$ cat config.mk
export PLATFORM = sky130hd
export DESIGN_NAME = area_weighted_downsampler
export DESIGN_NICKNAME = d
export VERILOG_FILES = /design/src/sv/awd_pkg.sv /design/src/sv/awd_div.sv /design/src/sv/awd_dp.sv /design/src/sv/awd_ctrl.sv /design/src/sv/area_weighted_downsampler.sv
export SDC_FILE = /design/constraint.sdc
export NUM_CORES = 2
export LEC_CHECK = 0
export BUFFER_PORTS_ARGS = -buffer_cell sky130_fd_sc_hd__buf_4
export CAP_MARGIN = 10
export CELL_PAD_IN_SITES_DETAIL_PLACEMENT = 1
export CELL_PAD_IN_SITES_GLOBAL_PLACEMENT = 2
export CORE_MARGIN = 4
export CORE_UTILIZATION = 40
export DETAILED_ROUTE_END_ITERATION = 10
export GPL_TIMING_DRIVEN = 0
export PLACE_DENSITY = 0.78
export SLEW_MARGIN = 40
export SYNTH_ARGS = -nofsm -noshare
export SYNTH_HDL_FRONTEND = slang
export SYNTH_HIERARCHICAL = 1
export SYNTH_SLANG_ARGS = --single-unit
$ cat constraint.sdc
create_clock -name clk -period 17.5 [get_ports clk]
set_clock_uncertainty 0.2 [all_clocks]
set_input_delay 1.75 -clock clk [delete_from_list [all_inputs] [get_ports clk]]
set_output_delay 1.75 -clock clk [all_outputs]
set_load 0.05 [all_outputs]
$ cat src/sv/awd_pkg.sv
// Shared types and constants for the area-weighted downsampler.
// No dependencies; awd_dp, awd_ctrl, the top level and the testbench import this package.
package awd_pkg;

  // Configuration register width and reset values
  localparam int CFG_W = 13;
  localparam int CFG_IDX_W = 1;
  localparam logic [CFG_W-1:0] SRC_RESET = CFG_W'(2);
  localparam logic [CFG_W-1:0] DST_RESET = CFG_W'(1);

  // Configuration register indexes
  typedef enum logic [CFG_IDX_W-1:0] {
    REG_SRC_COUNT = 1'b0,
    REG_DST_COUNT = 1'b1
  } cfg_reg_t;

  // Controller states
  typedef enum logic [2:0] {
    ST_IDLE,
    ST_MUL,
    ST_ADD,
    ST_PREP,
    ST_DIV,
    ST_EMIT
  } ctrl_state_t;

  // Commands from controller to datapath
  typedef struct packed {
    logic take;      // capture the input sample
    logic mul;       // form overlap weights and products
    logic add;       // accumulate and advance frame state
    logic div_load;  // load the rounding divider
    logic div_step;  // one quotient bit
    logic out_load;  // write the output register
    logic cfg_we;    // configuration write
  } awd_cmd_t;

  // Status from datapath to controller
  typedef struct packed {
    logic close;     // this sample closes an output interval
    logic err;       // invalid counts at the last sample of a frame
    logic out_free;  // output register can take a result this cycle
  } awd_sts_t;

endpackage

$ cat src/sv/awd_div.sv
// Iterative restoring divider, one quotient bit per cycle.
// Depends on nothing; used by awd_dp for the rounded division by src_count.
module awd_div #(
  parameter int NUM_W = 30,
  parameter int QUO_W = 16
) (
  input  logic             clk,
  input  logic             load,
  input  logic             step,
  input  logic [NUM_W-1:0] num,
  input  logic [NUM_W-1:0] den_sh,
  output logic [QUO_W-1:0] quo
);

  logic [NUM_W-1:0] rem_r;
  logic [NUM_W-1:0] dsh_r;
  logic [QUO_W-1:0] quo_r;
  logic             fits;

  assign fits = (rem_r >= dsh_r);
  assign quo  = quo_r;

  // Load, then subtract the shifted divisor where it fits and walk it down
  always_ff @(posedge clk) begin
    if (load) begin
      rem_r <= num;
      dsh_r <= den_sh;
      quo_r <= '0;
    end else if (step) begin
      if (fits) begin
        rem_r <= rem_r - dsh_r;
      end
      quo_r <= {quo_r[QUO_W-2:0], fits};
      dsh_r <= dsh_r >> 1;
    end
  end

endmodule

$ cat src/sv/awd_dp.sv
// Datapath: configuration registers, frame state, overlap products,
// accumulator, rounding divider and output register. Uses awd_pkg and awd_div.
module awd_dp #(
  parameter int MAX_COUNT = 4096,
  parameter int SAMPLE_BITS = 16
) (
  input  logic                               clk,
  input  logic                               rst_n,
  input  awd_pkg::awd_cmd_t                  cmd,
  output awd_pkg::awd_sts_t                  sts,
  input  logic signed [SAMPLE_BITS-1:0]      in_sample,
  input  logic [awd_pkg::CFG_IDX_W-1:0]      cfg_index,
  input  logic [awd_pkg::CFG_W-1:0]          cfg_data,
  input  logic                               out_stall,
  output logic                               out_valid,
  output logic signed [SAMPLE_BITS-1:0]      out_value,
  output logic                               out_last_of_frame,
  output logic                               out_status
);
  import awd_pkg::*;

  localparam int SW   = $clog2(MAX_COUNT + 1);
  localparam int CW   = (SW > CFG_W) ? SW : CFG_W;
  localparam int EW   = 2 * SW;
  localparam int SUMW = SW + SAMPLE_BITS + 1;

  // Effective source count: zero acts as one, saturate at MAX_COUNT
  function automatic logic [SW-1:0] eff_src(input logic [CFG_W-1:0] src);
    logic [CW-1:0] ext;
    logic [CW-1:0] res;
    ext = CW'(src);
    if (ext == '0) begin
      res = CW'(1);
    end else if (ext > CW'(MAX_COUNT)) begin
      res = CW'(MAX_COUNT);
    end else begin
      res = ext;
    end
    return SW'(res);
  endfunction

  logic [CFG_W-1:0]              src_r, src_nxt;
  logic [CFG_W-1:0]              dst_r, dst_nxt;
  logic                          cfg_hit;
  logic [SW-1:0]                 s_eff, s_eff_new;
  logic [SW-1:0]                 idx_r, idx_nxt;
  logic [EW-1:0]                 a_r, a_nxt;
  logic [EW-1:0]                 dest_r, dest_nxt;
  logic signed [SUMW-1:0]        sum_r, sum_nxt;
  logic signed [SUMW-1:0]        total_c, total_r;
  logic signed [SAMPLE_BITS-1:0] s_r;
  logic [EW-1:0]                 b_c, b_r;
  logic [SW-1:0]                 d_sw, w1_c, w2_c;
  logic                          last_c, inv_c, close_c;
  logic                          last_f, inv_f, close_f;
  logic signed [SUMW-1:0]        p1_c, p2_c, p1_r, p2_r;
  logic                          neg_r;
  logic [SUMW-1:0]               mag_c, num_c, den_sh;
  logic [SAMPLE_BITS-1:0]        quo, val_c;
  logic                          out_valid_r;
  logic [SAMPLE_BITS-1:0]        out_value_r;
  logic                          out_last_r, out_status_r;

  // Decode configuration writes
  always_comb begin
    src_nxt = src_r;
    dst_nxt = dst_r;
    cfg_hit = 1'b0;
    if (cmd.cfg_we) begin
      case (cfg_reg_t'(cfg_index))
        REG_SRC_COUNT: begin
          src_nxt = cfg_data;
          cfg_hit = 1'b1;
        end
        REG_DST_COUNT: begin
          dst_nxt = cfg_data;
          cfg_hit = 1'b1;
        end
        default: cfg_hit = 1'b0;
      endcase
    end
  end

  assign s_eff     = eff_src(src_r);
  assign s_eff_new = eff_src(src_nxt);

  // Classify the sample: frame end, invalid counts, interval close
  assign last_c  = ((SW + 1)'(idx_r) + (SW + 1)'(1)) >= (SW + 1)'(s_eff);
  assign inv_c   = (dst_r == '0) || (CW'(dst_r) >= CW'(s_eff));
  assign d_sw    = SW'(dst_r);
  assign b_c     = a_r + EW'(d_sw);
  assign close_c = !inv_c && !(b_c < dest_r);

  // Overlap weights: whole source width, or split at the output boundary
  assign w1_c = close_c ? SW'(dest_r - a_r) : d_sw;
  assign w2_c = SW'(b_c - dest_r);
  assign p1_c = SUMW'($signed({1'b0, w1_c})) * SUMW'(s_r);
  assign p2_c = SUMW'($signed({1'b0, w2_c})) * SUMW'(s_r);

  assign total_c = sum_r + p1_r;

  // Capture sample, products and flags
  always_ff @(posedge clk) begin
    if (cmd.take) begin
      s_r <= in_sample;
    end
    if (cmd.mul) begin
      b_r     <= b_c;
      p1_r    <= p1_c;
      p2_r    <= p2_c;
      last_f  <= last_c;
      inv_f   <= inv_c;
      close_f <= close_c;
    end
    if (cmd.add) begin
      total_r <= total_c;
    end
    if (cmd.div_load) begin
      neg_r <= total_r[SUMW-1];
    end
  end

  // Advance or restart the frame
  always_comb begin
    idx_nxt  = idx_r;
    a_nxt    = a_r;
    dest_nxt = dest_r;
    sum_nxt  = sum_r;
    if (cmd.add) begin
      if (last_f) begin
        idx_nxt  = '0;
        a_nxt    = '0;
        dest_nxt = EW'(s_eff);
        sum_nxt  = '0;
      end else begin
        idx_nxt = idx_r + SW'(1);
        if (!inv_f) begin
          a_nxt = b_r;
          if (close_f) begin
            dest_nxt = dest_r + EW'(s_eff);
            sum_nxt  = p2_r;
          end else begin
            sum_nxt = total_c;
          end
        end
      end
    end
    if (cfg_hit) begin
      idx_nxt  = '0;
      a_nxt    = '0;
      dest_nxt = EW'(s_eff_new);
      sum_nxt  = '0;
    end
  end

  always_ff @(posedge clk) begin
    if (!rst_n) begin
      src_r  <= SRC_RESET;
      dst_r  <= DST_RESET;
      idx_r  <= '0;
      a_r    <= '0;
      dest_r <= EW'(eff_src(SRC_RESET));
      sum_r  <= '0;
    end else begin
      src_r  <= src_nxt;
      dst_r  <= dst_nxt;
      idx_r  <= idx_nxt;
      a_r    <= a_nxt;
      dest_r <= dest_nxt;
      sum_r  <= sum_nxt;
    end
  end

  // Rounded divide: floor((2|sum| + S) / 2S), divisor pre-shifted to the top bit
  assign mag_c  = total_r[SUMW-1] ? SUMW'(-total_r) : SUMW'(total_r);
  assign num_c  = (mag_c << 1) + SUMW'(s_eff);
  assign den_sh = SUMW'(s_eff) << SAMPLE_BITS;

  awd_div #(
    .NUM_W (SUMW),
    .QUO_W (SAMPLE_BITS)
  ) u_div (
    .clk    (clk),
    .load   (cmd.div_load),
    .step   (cmd.div_step),
    .num    (num_c),
    .den_sh (den_sh),
    .quo    (quo)
  );

  assign val_c = inv_f ? '0 : (neg_r ? (~quo + SAMPLE_BITS'(1)) : quo);

  // Output register: hold while stalled, drop once taken
  always_ff @(posedge clk) begin
    if (!rst_n) begin
      out_valid_r <= 1'b0;
    end else if (cmd.out_load) begin
      out_valid_r <= 1'b1;
    end else if (!out_stall) begin
      out_valid_r <= 1'b0;
    end
  end

  always_ff @(posedge clk) begin
    if (cmd.out_load) begin
      out_value_r  <= val_c;
      out_last_r   <= last_f;
      out_status_r <= inv_f;
    end
  end

  assign out_valid         = out_valid_r;
  assign out_value         = $signed(out_value_r);
  assign out_last_of_frame = out_last_r;
  assign out_status        = out_status_r;

  assign sts.close    = close_f;
  assign sts.err      = inv_f && last_f;
  assign sts.out_free = !out_valid_r || !out_stall;

endmodule

$ cat src/sv/awd_ctrl.sv
// Controller state machine: sequences capture, multiply, accumulate,
// divide and emit. Uses awd_pkg; drives the datapath awd_dp by commands.
module awd_ctrl #(
  parameter int SAMPLE_BITS = 16
) (
  input  logic              clk,
  input  logic              rst_n,
  input  logic              in_valid,
  output logic              in_stall,
  input  logic              cfg_valid,
  output logic              cfg_ready,
  input  awd_pkg::awd_sts_t sts,
  output awd_pkg::awd_cmd_t cmd
);
  import awd_pkg::*;

  localparam int CNT_W = $clog2(SAMPLE_BITS);

  ctrl_state_t      state_r, state_nxt;
  logic [CNT_W-1:0] cnt_r, cnt_nxt;

  // State and step counter
  always_ff @(posedge clk) begin
    if (!rst_n) begin
      state_r <= ST_IDLE;
      cnt_r   <= '0;
    end else begin
      state_r <= state_nxt;
      cnt_r   <= cnt_nxt;
    end
  end

  // Next state and commands
  always_comb begin
    state_nxt = state_r;
    cnt_nxt   = cnt_r;
    cmd       = '0;
    in_stall  = 1'b1;
    cfg_ready = 1'b0;
    case (state_r)
      ST_IDLE: begin
        in_stall   = 1'b0;
        cfg_ready  = 1'b1;
        cmd.cfg_we = cfg_valid;
        cmd.take   = in_valid;
        if (in_valid) begin
          state_nxt = ST_MUL;
        end
      end
      ST_MUL: begin
        cmd.mul   = 1'b1;
        state_nxt = ST_ADD;
      end
      ST_ADD: begin
        cmd.add = 1'b1;
        if (sts.close) begin
          state_nxt = ST_PREP;
        end else if (sts.err) begin
          state_nxt = ST_EMIT;
        end else begin
          state_nxt = ST_IDLE;
        end
      end
      ST_PREP: begin
        cmd.div_load = 1'b1;
        cnt_nxt      = '0;
        state_nxt    = ST_DIV;
      end
      ST_DIV: begin
        cmd.div_step = 1'b1;
        cnt_nxt      = cnt_r + CNT_W'(1);
        if (cnt_r == CNT_W'(SAMPLE_BITS - 1)) begin
          state_nxt = ST_EMIT;
        end
      end
      ST_EMIT: begin
        if (sts.out_free) begin
          cmd.out_load = 1'b1;
          state_nxt    = ST_IDLE;
        end
      end
      default: state_nxt = ST_IDLE;
    endcase
  end

endmodule

$ cat src/sv/area_weighted_downsampler.sv
// Top level of the area-weighted box downsampler.
// Depends on awd_pkg, awd_ctrl, awd_dp (and awd_div through awd_dp).
//
//   channel   handshake             payload
//   in        in_valid / in_stall    in_sample
//   out       out_valid / out_stall  out_value, out_last_of_frame, out_status
//   cfg       cfg_valid / cfg_ready  cfg_index, cfg_data
//
// A sample that closes no output passes through capture, multiply and accumulate;
// one that closes an output then loads the divider, which produces one quotient bit
// per cycle, and emits. An invalid-count error goes from accumulate straight to emit.
// Reset is synchronous, active low: src_count 2, dst_count 1, frame restarts.
// The output register holds one result; the next sample is taken while it
// waits, and the block waits only when a new result finds it still full.
module area_weighted_downsampler #(
  parameter int MAX_COUNT = 4096,
  parameter int SAMPLE_BITS = 16
) (
  input  logic                          clk,
  input  logic                          rst_n,
  input  logic                          in_valid,
  output logic                          in_stall,
  input  logic signed [SAMPLE_BITS-1:0] in_sample,
  output logic                          out_valid,
  input  logic                          out_stall,
  output logic signed [SAMPLE_BITS-1:0] out_value,
  output logic                          out_last_of_frame,
  output logic                          out_status,
  input  logic                          cfg_valid,
  output logic                          cfg_ready,
  input  logic [awd_pkg::CFG_IDX_W-1:0] cfg_index,
  input  logic [awd_pkg::CFG_W-1:0]     cfg_data
);
  import awd_pkg::*;

  awd_cmd_t cmd;
  awd_sts_t sts;

  // Sequencer
  awd_ctrl #(
    .SAMPLE_BITS (SAMPLE_BITS)
  ) u_ctrl (
    .clk       (clk),
    .rst_n     (rst_n),
    .in_valid  (in_valid),
    .in_stall  (in_stall),
    .cfg_valid (cfg_valid),
    .cfg_ready (cfg_ready),
    .sts       (sts),
    .cmd       (cmd)
  );

  // Arithmetic and state
  awd_dp #(
    .MAX_COUNT   (MAX_COUNT),
    .SAMPLE_BITS (SAMPLE_BITS)
  ) u_dp (
    .clk               (clk),
    .rst_n             (rst_n),
    .cmd               (cmd),
    .sts               (sts),
    .in_sample         (in_sample),
    .cfg_index         (cfg_index),
    .cfg_data          (cfg_data),
    .out_stall         (out_stall),
    .out_valid         (out_valid),
    .out_value         (out_value),
    .out_last_of_frame (out_last_of_frame),
    .out_status        (out_status)
  );

endmodule

* Word level (Yosys, flattened, before mapping)
Cells that the tools add are included.
** Word-level totals
- Output and inout port bits :: 21
- Register bits :: 358
- Input bits :: 35
- Word-level logic and storage cells :: 130
** Operators by class
- $mul :: 2
- Add/subtract/negate cells :: 12
- Bitwise logic cells :: 2
- Reduce and logical (&&, ||, !) cells :: 25
- Equal/unequal tests :: 12
- Order comparisons :: 6
- Multiplexer cells :: 45
** Operator list (count)
- $mux W30 :: 6
- $mux W13 :: 10
- $mux W26 :: 5
- $mux W29 :: 3
- $mul A14 B16 Y30 :: 2
- $add A26 B13 Y26 :: 2
- $logic_not A13 Y1 :: 3
- $add A30 B13 Y30 :: 1
- $add A30 B30 Y30 :: 1
- $ge A30 B29 Y1 :: 1
- $sub A30 B29 Y30 :: 1
- $neg A29 Y29 :: 1
- $gt A13 B13 Y1 const B :: 2
- $lt A26 B26 Y1 :: 1
- $sub A13 B13 Y13 :: 2
- $pmux W3 S6 :: 1
- $add A16 B1 Y16 const B :: 1
- $mux W16 :: 1
- $not A16 Y16 :: 1
- $mux W3 :: 5
- $add A13 B1 Y14 const B :: 1
- $ge A14 B13 Y1 :: 1
- $add A13 B1 Y13 const B :: 1
- $ge A13 B13 Y1 :: 1
- 20 further kinds :: 50

* Depth between registers and ports, before layout
- Depth after elaboration :: 9
- Depth in mapped cells :: 44
- Depth with buffers taken out :: 43

* Hierarchy
The synthesis kept the hierarchy.
** Modules (own cells, without submodules)
- awd_dp :: instances 1, sequential area each 7066.8 sq um, area each 32799.0 sq um, cells each 3538
- awd_div :: instances 1, sequential area each 2122.0 sq um, area each 4914.7 sq um, cells each 538
- awd_ctrl :: instances 1, sequential area each 140.1 sq um, area each 427.9 sq um, cells each 52

* Worst setup path before layout
No wires, ideal clock.
- Path kind :: flip-flop to flip-flop
- From :: register u_dp.dst_r[1] (netlist: u_dp/d_sw[1])
- To :: register u_dp.p1_r[29], data pin
- Clock period less this slack :: 10.768 ns
- Data required time :: 17.038 ns
- Data arrival time :: 10.306 ns
- Library setup time :: 0.262 ns
- Cell stages (with the launch flop) :: 40
- Path slack :: 6.732 ns
- Buffers on the path :: 1
- Cell sequence :: dfxtp_1 > ha_1 > a21o_1 > a21o_1 > a2111oi_0 > o31ai_1 > nor4_1 > o41ai_1 > a21oi_1 > nor3_1 > xor2_1 > ha_1 > and4_1 > nand2_1 > or3_1 > a41oi_1 > clkinv_1 > a21oi_1 > [4 not listed] > fa_1 > inv_1 > fa_1 > fa_1 > fa_1 > inv_1 > fa_1 > inv_1 > ha_1 > a21o_1 > a21o_1 > a21o_1 > or2_2 > a311o_1 > a221o_1 > nor3_1 > o31ai_1 > xnor2_1
** On the way
- Cells in the longest elaborated chain, start to end :: 6
- Elaborated cells on any way between the ends :: 10
- Classes of those cells :: add/sub (1); mul (1); order compare (2); mux (1); reduce/logical (5)
** Ends and longest elaborated chain
- start: declaration :: line awd_dp.sv:43 : logic [CFG_W-1:0] dst_r, dst_nxt;
- start signal: assignment :: line awd_dp.sv:166 : dst_r <= dst_nxt;
- $add A26 B13 Y26 :: line awd_dp.sv:91 : assign b_c = a_r + EW'(d_sw);
- named net u_dp.b_c[23] :: line awd_dp.sv:52 : logic [EW-1:0] b_c, b_r;
- $lt A26 B26 Y1 :: line awd_dp.sv:92 : assign close_c = !inv_c && !(b_c < dest_r);
- $logic_not A1 Y1 :: line awd_dp.sv:92
- $logic_and A1 B1 Y1 :: line awd_dp.sv:92
- $mux W13 :: line awd_dp.sv:95 : assign w1_c = close_c ? SW'(dest_r - a_r) : d_sw;
- $mul A14 B16 Y30 :: line awd_dp.sv:97 : assign p1_c = SUMW'($signed({1'b0, w1_c})) * SUMW'(s_r);
- named net u_dp.p1_c[29] :: line awd_dp.sv:56 : logic signed [SUMW-1:0] p1_c, p2_c, p1_r, p2_r;
- end signal: assignment :: line awd_dp.sv:109 : p1_r <= p1_c;
- end: declaration :: line awd_dp.sv:56
The timed path passes the listed nets, and every way through them passes these cells.
A chain may end at the register's enable or synchronous reset.

* Worst setup path after layout
Ends and elaborated chain as after synthesis.

==> impl_metrics.csv <==
group,metric,value,unit
outcome,status,"finished, final reports clean",
worst_setup_path,path_max_fanout,10,
worst_setup_path,critical_path_class,"reg -> reg",
floorplanning,dieHeight,317,µm
drt,drcViolationCount,0,
synthesis,ys_warn_count,6,
floorplanning,placeableCoreArea,93900,µm²
synthesis,synth_top_area_cell,"fa_1",
placed_design,numPortBuffers,55,
synthesis,yosys-top-cells-area,"fa_1 (22%), edfxtp_1 (17%), ha_1 (10%), dfxtp_1 (7.6%), inv_1 (5.7%)",
cts,cts_buffers,46,
cts,htreeDepth,2,
sta,hold-worst-slack,0.251,ns
cts,clockBufferDepth,3,
global_routing,grt_max_degree,40,
hold_path,hold_path_class,"reg -> reg",
drt,drt_iter0_drc,1610,
sta,finalSetupTns,0,ns
synthesis,synthArstFlopShare,0,%
synthesis,syn_avg_cell_area,9.24,µm²
worst_setup_path,required,17.68,ns
sta,fin_crit_sh,78.5,%
final_layout,drive_above_1_share,5.50,%
sta,max_freq,72.8,MHz
global_routing,antenna_found_initial,3,
worst_setup_path,path_common_cell,"fa_1",
drt,routed_via_density,5.32,
cts,clk_pin_slew_worst_paths,0.06,ns
sta,fin_crit,13.73,ns
worst_setup_path,crit_slowest_cell,"o21ai_1",
drt,drt-pass1-iter-count,7,
floorplanning,io-pin-count,56,
cts,postCtsSetupRepairBufs,0,
sta,finalHoldViolations,0,
synthesis,synth_edf_count,214,
final_layout,layout_commonest_cell,"inv_1",
synthesis,syn_area,38100,µm²
drt,avgRoutedWirePerCell,21.7,µm
cts,cts-resized-gates,0,
placed_design,gp_congestion,0.880,
cts,cts_tree,"built",
synthesis,synth-seq-cells,359,
sta,relSlewSlack,40.7,%
sta,worst_pin_slew,0.889,ns
sta,setup_viol,0,
cts,clk-insertion-delay-late,0.62,ns
global_routing,grtUsageTotal,24.2,%
placed_design,hpwl,97800,µm
final_layout,final_nets,5013,
worst_setup_path,slowest_delay,0.76,ns
floorplanning,die_x,317,µm
sta,slew_viol_final,0,
drt,num_vias,29500,
cts,clock-sinks,359,
floorplanning,rows,112,
worst_setup_path,start_kind,"register",
synthesis,netlist_instances,4128,
final_layout,most-common-layout-cells,"inv_1 (580), nand2_1 (444), fa_1 (411)",
cts,hold_buffers,0,
global_routing,overflow,0,
synthesis,netlist.area_leader.share,21.6,%
synthesis,seq_area_frac_synth,24.5,%
synthesis,post_synth_num_cell_types,96,
worst_setup_path,arrival,13.91,ns
placed_design,dp_cells,5460,
synthesis,ys.flop_type,"edfxtp_1",
floorplanning,initial_core_util,40.6,%
global_routing,grt_pass1_vias,31300,
cts,cts_root_buffer,"clkbuf_16",
worst_setup_path,critPathCaptureType,"register",
drt,ant_nets,0,
sta,rsz0062_at_grt,"no",
final_layout,finalNonFillerCells,5548,
global_routing,grt_pass1_wl,187000,µm
final_layout,nFillCells,10800,
final_layout,synthToLayoutAreaGrowth,9.86,%
run,cap_violations,0,
floorplanning,dieArea,100000,µm²
drt,drt-total-wl,120000,µm
## worst paths after layout
kind	from	to	slack [ns]	cells past startpoint
max	u_dp/d_sw[1]$_SDFFE_PN0P_	u_dp/p1_r[29]$_DFFE_PP_	3.77	39
min	u_dp/last_f$_DFFE_PP_	u_dp/out_last_of_frame$_DFFE_PP_	0.25	0
max reg2reg	u_dp/d_sw[1]$_SDFFE_PN0P_	u_dp/p1_r[29]$_DFFE_PP_	3.77	39
min reg2reg	u_dp/last_f$_DFFE_PP_	u_dp/out_last_of_frame$_DFFE_PP_	0.25	0
## cell type report
type	instances	area, µm²	share of cell area (%)
Multi-Input combinational cell	3035	26200	62.5
Sequential cell	359	9330	22.3
Inverter	581	2180	5.20
Tap cell	1254	1570	3.74
Clock buffer	61	1300	3.10
Buffer	169	678	1.62
Timing Repair Buffer	62	493	1.18
Clock inverter	25	169	0.403
Antenna cell	2	5.00	0.0119
## state kept, by name (all words and copies together) (netlist names), 13 cells and up
name / cells
u_dp/d_sw: 13
u_dp/sum_r: 30
u_dp/p2_r: 30
u_dp/b_r: 26
u_dp/dest_r: 26
u_dp/u_div/quo: 16
u_dp/s_r: 16
u_dp/u_div/rem_r: 30
u_dp/p1_r: 30
u_dp/total_r: 30
u_dp/src_r: 13
u_dp/out_value: 16
u_dp/a_r: 26
u_dp/idx_r: 13
u_dp/u_div/dsh_r: 30
## cells in the mapped netlist (21+ instances only)
master / instances
clkbuf_1: 150
edfxtp_1: 214
nand3_1: 55
ha_1: 313
a21oi_1: 165
o21ai_1: 24
inv_1: 580
o21a_1: 30
a21o_1: 82
o31ai_1: 29
nor2_1: 237
dfxtp_1: 145
a21boi_0: 21
nand2b_1: 56
nor3_1: 51
o21bai_1: 23
mux2i_1: 55
xnor2_1: 160
o21ai_0: 143
a22oi_1: 46
xor2_1: 88
and2_1: 171
nand4_1: 25
or3_1: 28
nand2_1: 445
nor2b_1: 103
fa_1: 411
## kinds of logic after synthesis
kind of cell             share of synthesized area [%]
buffers and inverters                             7.47
AND/OR/NAND/NOR                                   15.9
AO/OA/AOI/OAI                                     12.7
other                                          0.00983
XOR/XNOR                                          5.69
multiplexers                                      1.95
adder cells (fa/ha/maj)                           31.8
flip-flops                                        24.5
## layer usage
| metal | routed length [µm] | vias up | global-route usage, % |
|---|---|---|---|
| met3 | 4110 | 148 | 2.61 |
| li1 | - | 13900 | - |
| met4 | 3700 | 0 | 6.96 |
| met2 | 58000 | 485 | 42.1 |
| met1 | 54400 | 15000 | 32.2 |
| met5 | 0 | - | 0 |
## metrics by stage
step	util [%]	instance area (µm²)	worst slack (ns)
2_1_floorplan	-	38200	6.73
3_3_place_gp	42.8	40200	3.21
3_5_place_dp	43.0	40400	3.92
4_1_cts	44.6	41900	3.85
5_1_grt	44.6	41900	3.05
6_report	44.6	41900	3.77
## worst max-delay path, delay by kind of cell (launching register included)
kind | cells | cell delay (ns)
adder cells (fa/ha/maj) | 9 | 4.01
flip-flops | 1 | 0.51
buffers and inverters | 5 | 1.17
AO/OA/AOI/OAI | 15 | 5.14
AND/OR/NAND/NOR | 8 | 1.86
XOR/XNOR | 2 | 0.56
Power is left out: the tool's default activity adds up to more than one toggle a clock period on the data nets, which glitch-free logic cannot reach.
